--- src/rtl/gbi_pkg.sv ---
// Shared types, codes and constants of the grid bilinear interpolator.
package gbi_pkg;

  localparam int MAX_AXIS_POINTS_DEF = 64;
  localparam int GRID_CELLS_DEF      = 4096;

  localparam int CMD_W   = 2;
  localparam int IDX_W   = 12;
  localparam int VAL_W   = 32;
  localparam int MODE_W  = 2;
  localparam int COUNT_W = 7;
  localparam int CFG_IDX_W  = 2;
  localparam int CFG_DATA_W = 7;

  localparam int Q_FRAC   = 16;
  localparam int DIFF_W   = VAL_W + 1;
  localparam int DIVD_W   = DIFF_W + Q_FRAC;
  localparam int RATIO_W  = 31;
  localparam int RMAG_W   = 30;
  localparam logic [RMAG_W-1:0] RATIO_LIMIT = RMAG_W'(30'h2000_0000);

  localparam logic [CMD_W-1:0] CMD_WR_X = 2'd0;
  localparam logic [CMD_W-1:0] CMD_WR_Y = 2'd1;
  localparam logic [CMD_W-1:0] CMD_WR_Z = 2'd2;
  localparam logic [CMD_W-1:0] CMD_EVAL = 2'd3;

  localparam logic [MODE_W-1:0] MODE_UNKNOWN  = 2'd0;
  localparam logic [MODE_W-1:0] MODE_CONST    = 2'd1;
  localparam logic [MODE_W-1:0] MODE_NEAREST  = 2'd2;
  localparam logic [MODE_W-1:0] MODE_BILINEAR = 2'd3;

  localparam logic [CFG_IDX_W-1:0] CFG_MODE   = 2'd0;
  localparam logic [CFG_IDX_W-1:0] CFG_XCOUNT = 2'd1;
  localparam logic [CFG_IDX_W-1:0] CFG_YCOUNT = 2'd2;

  localparam logic [3:0] OP_NONE      = 4'd0;
  localparam logic [3:0] OP_ACCEPT    = 4'd1;
  localparam logic [3:0] OP_SCAN      = 4'd2;
  localparam logic [3:0] OP_FIX       = 4'd3;
  localparam logic [3:0] OP_RD_LO     = 4'd4;
  localparam logic [3:0] OP_RD_HI     = 4'd5;
  localparam logic [3:0] OP_CAP_HI    = 4'd6;
  localparam logic [3:0] OP_NEAR_ADJ  = 4'd7;
  localparam logic [3:0] OP_DIV_START = 4'd8;
  localparam logic [3:0] OP_DIV_STORE = 4'd9;
  localparam logic [3:0] OP_GADDR     = 4'd10;
  localparam logic [3:0] OP_GCAP      = 4'd11;
  localparam logic [3:0] OP_LPREP     = 4'd12;
  localparam logic [3:0] OP_MUL_LO    = 4'd13;
  localparam logic [3:0] OP_MUL_HI    = 4'd14;
  localparam logic [3:0] OP_LFIN      = 4'd15;
  localparam logic [3:0] OP_EMIT      = 4'd0;

  typedef struct packed {
    logic [3:0] op;
    logic       emit;
    logic [1:0] sel;
  } gbi_cmd_t;

  typedef struct packed {
    logic [MODE_W-1:0] mode;
    logic              scan_done;
    logic              div_done;
    logic              out_busy;
  } gbi_stat_t;

endpackage

--- src/rtl/gbi_controller.sv ---
// Controller: sequences one word at a time through scan, divide, grid read and line steps.
module gbi_controller (
  input  logic                      clk,
  input  logic                      rst_n,
  input  logic                      in_valid,
  output logic                      in_stall,
  input  logic [gbi_pkg::CMD_W-1:0] in_cmd,
  input  gbi_pkg::gbi_stat_t        stat,
  output gbi_pkg::gbi_cmd_t         cmd
);
  import gbi_pkg::*;

  localparam logic [4:0] S_IDLE  = 5'd0;
  localparam logic [4:0] S_SCAN  = 5'd1;
  localparam logic [4:0] S_DRAIN = 5'd2;
  localparam logic [4:0] S_FIX   = 5'd3;
  localparam logic [4:0] S_RDLO  = 5'd4;
  localparam logic [4:0] S_RDHI  = 5'd5;
  localparam logic [4:0] S_CAPHI = 5'd6;
  localparam logic [4:0] S_NEAR  = 5'd7;
  localparam logic [4:0] S_DIVX  = 5'd8;
  localparam logic [4:0] S_WAITX = 5'd9;
  localparam logic [4:0] S_DIVY  = 5'd10;
  localparam logic [4:0] S_WAITY = 5'd11;
  localparam logic [4:0] S_GADDR = 5'd12;
  localparam logic [4:0] S_GWAIT = 5'd13;
  localparam logic [4:0] S_GCAP  = 5'd14;
  localparam logic [4:0] S_LPREP = 5'd15;
  localparam logic [4:0] S_MULLO = 5'd16;
  localparam logic [4:0] S_MULHI = 5'd17;
  localparam logic [4:0] S_LFIN  = 5'd18;
  localparam logic [4:0] S_EMIT  = 5'd19;

  logic [4:0] state_r, state_nxt;
  logic [1:0] corner_r, corner_nxt, line_r, line_nxt;

  always_comb begin
    state_nxt  = state_r;
    corner_nxt = corner_r;
    line_nxt   = line_r;
    cmd.op     = OP_NONE;
    cmd.emit   = 1'b0;
    cmd.sel    = 2'd0;
    in_stall   = 1'b1;
    unique case (state_r)
      S_IDLE: begin
        in_stall = 1'b0;
        if (in_valid) begin
          cmd.op = OP_ACCEPT;
          if (in_cmd == CMD_EVAL) begin
            corner_nxt = 2'd0;
            line_nxt   = 2'd0;
            unique case (stat.mode)
              MODE_UNKNOWN: state_nxt = S_EMIT;
              MODE_CONST:   state_nxt = S_FIX;
              default:      state_nxt = S_SCAN;
            endcase
          end
        end
      end
      S_SCAN: begin
        if (stat.scan_done) state_nxt = S_DRAIN;
        else cmd.op = OP_SCAN;
      end
      S_DRAIN: state_nxt = S_FIX;
      S_FIX: begin
        cmd.op    = OP_FIX;
        state_nxt = (stat.mode == MODE_CONST) ? S_GADDR : S_RDLO;
      end
      S_RDLO: begin
        cmd.op    = OP_RD_LO;
        state_nxt = S_RDHI;
      end
      S_RDHI: begin
        cmd.op    = OP_RD_HI;
        state_nxt = S_CAPHI;
      end
      S_CAPHI: begin
        cmd.op    = OP_CAP_HI;
        state_nxt = (stat.mode == MODE_NEAREST) ? S_NEAR : S_DIVX;
      end
      S_NEAR: begin
        cmd.op    = OP_NEAR_ADJ;
        state_nxt = S_GADDR;
      end
      S_DIVX: begin
        cmd.op    = OP_DIV_START;
        state_nxt = S_WAITX;
      end
      S_WAITX: begin
        if (stat.div_done) begin
          cmd.op    = OP_DIV_STORE;
          state_nxt = S_DIVY;
        end
      end
      S_DIVY: begin
        cmd.op    = OP_DIV_START;
        cmd.sel   = 2'd1;
        state_nxt = S_WAITY;
      end
      S_WAITY: begin
        if (stat.div_done) begin
          cmd.op    = OP_DIV_STORE;
          cmd.sel   = 2'd1;
          state_nxt = S_GADDR;
        end
      end
      S_GADDR: begin
        cmd.op    = OP_GADDR;
        cmd.sel   = corner_r;
        state_nxt = S_GWAIT;
      end
      S_GWAIT: state_nxt = S_GCAP;
      S_GCAP: begin
        cmd.op  = OP_GCAP;
        cmd.sel = corner_r;
        if (stat.mode != MODE_BILINEAR) begin
          state_nxt = S_EMIT;
        end else if (corner_r == 2'd3) begin
          state_nxt = S_LPREP;
        end else begin
          corner_nxt = corner_r + 2'd1;
          state_nxt  = S_GADDR;
        end
      end
      S_LPREP: begin
        cmd.op    = OP_LPREP;
        cmd.sel   = line_r;
        state_nxt = S_MULLO;
      end
      S_MULLO: begin
        cmd.op    = OP_MUL_LO;
        state_nxt = S_MULHI;
      end
      S_MULHI: begin
        cmd.op    = OP_MUL_HI;
        state_nxt = S_LFIN;
      end
      S_LFIN: begin
        cmd.op = OP_LFIN;
        if (line_r == 2'd2) begin
          state_nxt = S_EMIT;
        end else begin
          line_nxt  = line_r + 2'd1;
          state_nxt = S_LPREP;
        end
      end
      S_EMIT: begin
        if (!stat.out_busy) begin
          cmd.op    = OP_EMIT;
          cmd.emit  = 1'b1;
          state_nxt = S_IDLE;
        end
      end
      default: state_nxt = S_IDLE;
    endcase
  end

  always_ff @(posedge clk) begin
    if (!rst_n) begin
      state_r  <= S_IDLE;
      corner_r <= 2'd0;
      line_r   <= 2'd0;
    end else begin
      state_r  <= state_nxt;
      corner_r <= corner_nxt;
      line_r   <= line_nxt;
    end
  end

endmodule

--- config.mk ---
export PLATFORM = sky130hd
export DESIGN_NAME = gbi_controller
export DESIGN_NICKNAME = d
export VERILOG_FILES = /design/src/rtl/gbi_pkg.sv /design/src/rtl/gbi_controller.sv
export SDC_FILE = /design/constraint.sdc
export NUM_CORES = 1
export LEC_CHECK = 0
export BUFFER_PORTS_ARGS = -buffer_cell sky130_fd_sc_hd__buf_4
export CAP_MARGIN = 20
export CORE_MARGIN = 2
export CORE_UTILIZATION = 32
export CTS_BUF_LIST = sky130_fd_sc_hd__clkbuf_4 sky130_fd_sc_hd__clkbuf_8 sky130_fd_sc_hd__clkbuf_16
export DETAILED_ROUTE_END_ITERATION = 10
export MAX_ROUTING_LAYER = met4
export PLACE_DENSITY = 0.59
export SYNTH_ARGS = -nofsm -noshare
export SYNTH_HDL_FRONTEND = slang
export SYNTH_SLANG_ARGS = --single-unit
export TNS_END_PERCENT = 1
--- constraint.sdc ---
create_clock -name clk -period 4 [get_ports clk]
set_clock_uncertainty 0.2 [all_clocks]
set_input_delay 0.8 -clock clk [delete_from_list [all_inputs] [get_ports clk]]
set_output_delay 0.8 -clock clk [all_outputs]
set_load 0.005 [all_outputs]
==> results_dict.tcl <==
set metrics [dict create \
    synth.area.top_cells "dfxtp_1, a21oi_1, nand2_1, nor2_1, nor3_1" \
    tritoncts "yes" \
    routedWlPerCell_um 14.9 \
    use_met1_pct 24.8 \
    yosys_warnings 0 \
    relSlewSlack_pct 44.3 \
    rr_worst_depth 5 \
    core.rowCount 19 \
    syn_avg_cell_area_um2 7.12 \
    multi_input_area_um2 687 \
    groute.layer.met2.usage_pct 25.0 \
    cts_buffer_depth 2 \
    gp_congestion 0.909 \
    cts.sinks 9 \
    r2r_slack_ns 1.75 \
    worstSetupEndpointType "output pin" \
    firstDrtPassIters 4 \
    fin_crit_ns 2.98 \
    combinationalPowerShare_pct 53.7 \
    synth_ff_type "dfxtp_1" \
    crit_type "register to output pin" \
    grt_pass1_vias 894 \
    synth_edf_count 0 \
    reg2reg_from "state_r[3]$_SDFFE_PN0P_" \
    post-cts-setup-buffers 0 \
    place_ws_ns 1.37 \
    global_route.peak_usage_layer "met2" \
    worst_slack_ns 1.02 \
    synth_seq_cells 9 \
    hold_viol 0 \
    post-route-drc-count 0 \
    clk_latency_ns 0.26 \
    antenna_found_initial 0 \
    grt_max_degree 26 \
    status "complete, no violations" \
    min_period_over_period_pct 74.5 \
    seq_power_share_pct 30.9 \
    cp_cell_sequence "inv_1 -> nor2_1 -> o21bai_1 -> a22oi_1 -> o221ai_1 -> buf_4" \
    diodes 0 \
    dieArea_mm2 0.00334 \
    htreeDepth 1 \
    vias_per_cell 5.90 \
    powerDensity_mw_per_mm2 472 \
    setup_viol 0 \
    crit_path_top_delay_cell "dfxtp_1" \
    p_sw_share_pct 43.2 \
    clk_pin_slew_ns 0.06 \
    async_reset_ff_share_pct 0 \
    layout.nets 154 \
    timing.setup.tns_ns 0 \
    vias 1014 \
    ys_types 43 \
    synth_top_area_share_pct 19.5 \
    drv_slew 0 \
    rsz0062_at_grt "false" \
    synth_nets 142 \
    power.leakage_uw 0.000398 \
    synth_top_area_cell "dfxtp_1" \
    synthCells 130 \
    ys_seq_area_share_pct 19.5 \
    grt_use_total_pct 17.4 \
    grt-ovfl-total 0 \
    worst_pin_slew_ns 0.834 \
    r2r_end "state_r[4]$_SDFFE_PN0P_" \
    worstPathArrival_ns 1.98 \
    pwr-share-clk_pct 15.4 \
    ys_top_cells_by_count "nand2_1, nor2_1, a21oi_1, dfxtp_1, nor3_1" \
    hold_class "register to register" \
    grt_pass1_wl_mm 4.40 \
    p_switching_uw 220 \
    ctsResizeCount 0 \
    drive_gt1_share_pct 18.4 \
    seq_area_um2 180 \
    pin_count 18 \
    die_w_um 57.8 \
    drt-total-wl_mm 2.57 \
    holdPathStages 2 \
    fmax_mhz 336 \
    ant_nets 0 \
    root_buffer "clkbuf_4" \
    grtUsageMet3_pct 4.69 \
    hpwlAfterDp_mm 1.84 \
    area_growth_pct 16.5 \
    synth.most_common_cell "nand2_1" \
    portBuffers 17 \
    p_int_uw 289 \
    max-vdd-ir-drop_mv 0.315 \
    start_kind "register" \
    worstPathMaxFanout 18 \
    hold_end "corner_r[1]$_SDFFE_PN0P_" \
    fillerInstances 298 \
    core_mm2 0.00276 \
    dieHeight_um 57.8 \
    numCtsBuffers 3 \
    crit_required_ns 3.00 \
    synth_area_um2 926 \
    holdBufCountCts 0 \
    initial_core_util_pct 33.6 \
    holdCritStartpoint "corner_r[1]$_SDFFE_PN0P_" \
    cpPeakStageDelay_ns 0.67 \
    maxCapViolations 0 \
    drt-initial-drc-count 53 \
    final_util_pct 39.1 \
]
==> power groups by stage <==
stage                     registers, µW  clock network, µW  logic [µW]
after CTS                           154               80.8         272
after global placement              155                  0         272
final                               157               78.5         273
after global routing                163               86.3         310
after detailed placement            157                  0         270
after floorplan                     108                  0         245
==> cell families after synthesis <==
family / Yosys count / synth area share, %
AND/OR/NAND/NOR: 58 / 35.9
multiplexers: 1 / 1.08
flip-flops: 9 / 19.5
adder cells (fa/ha/maj): 2 / 2.70
XOR/XNOR: 2 / 1.89
buffers and inverters: 14 / 6.35
AO/OA/AOI/OAI: 44 / 32.6
==> critical path: cells and delay by family (launching register included) <==
| kind | cells | cell delay [ns] |
|---|---|---|
| AOI/OAI and AO/OA | 3 | 0.44 |
| buffers and inverters | 2 | 0.42 |
| DFF | 1 | 0.67 |
| and+or+nand+nor | 1 | 0.18 |
==> layout make-up <==
| cell class | count | share of cell area, % |
|---|---|---|
| clock buffers | 4 | 2.78 |
| inverters | 4 | 1.39 |
| multi-input cells | 107 | 63.7 |
| flip-flops and latches | 9 | 16.7 |
| well taps | 31 | 3.60 |
| repair buffers | 17 | 11.8 |
==> registers in the layout (all words and copies together) (netlist names) <==
register	cells
corner_r	2
line_r	2
state_r	5
==> cells in the final DEF (no fill, tap or decap), types with 4 or more instances in the layout <==
cell type	n
nand2_1	12
dfxtp_1	9
o21ai_0	4
a21oi_1	9
inv_1	4
nor2_1	10
nor3_1	6
nand2b_1	4
a21boi_1	4
nand3b_1	4
buf_4	17
clkbuf_4	4
==> through the flow <==
step	area (µm²)	total power (µW)	hold WS, ns	instances
after floorplan	926	353	0.248	130
after global placement	1050	427	0.285	168
after detailed placement	1050	426	0.291	168
after CTS	1080	507	0.300	172
after global routing	1080	559	0.326	172
final	1080	509	0.299	172
==> routing by layer <==
metal  vias to the layer above  wire (µm)  share of wire, %
li1                        507          -                 -
met1                       477       1210                47
met2                        28       1220                47
met3                         2        134               5.2
met4                         0          7              0.27
met5                         -          0                 0
==> worst max-delay path by stage <==
stage | from | to | slack, ns | cells after the start
2_1_floorplan | state_r[2]$_SDFFE_PN0P_ | cmd[4] | 1.73 | 5
3_3_place_gp | state_r[0]$_SDFFE_PN0P_ | cmd[3] | 1.44 | 6
3_5_place_dp | state_r[0]$_SDFFE_PN0P_ | cmd[3] | 1.37 | 6
4_1_cts | state_r[0]$_SDFFE_PN0P_ | cmd[3] | 1.08 | 6
5_1_grt | state_r[0]$_SDFFE_PN0P_ | cmd[3] | 0.79 | 6
6_report | state_r[0]$_SDFFE_PN0P_ | cmd[3] | 1.02 | 6
No activity file was read; power rests on OpenSTA's default activity.
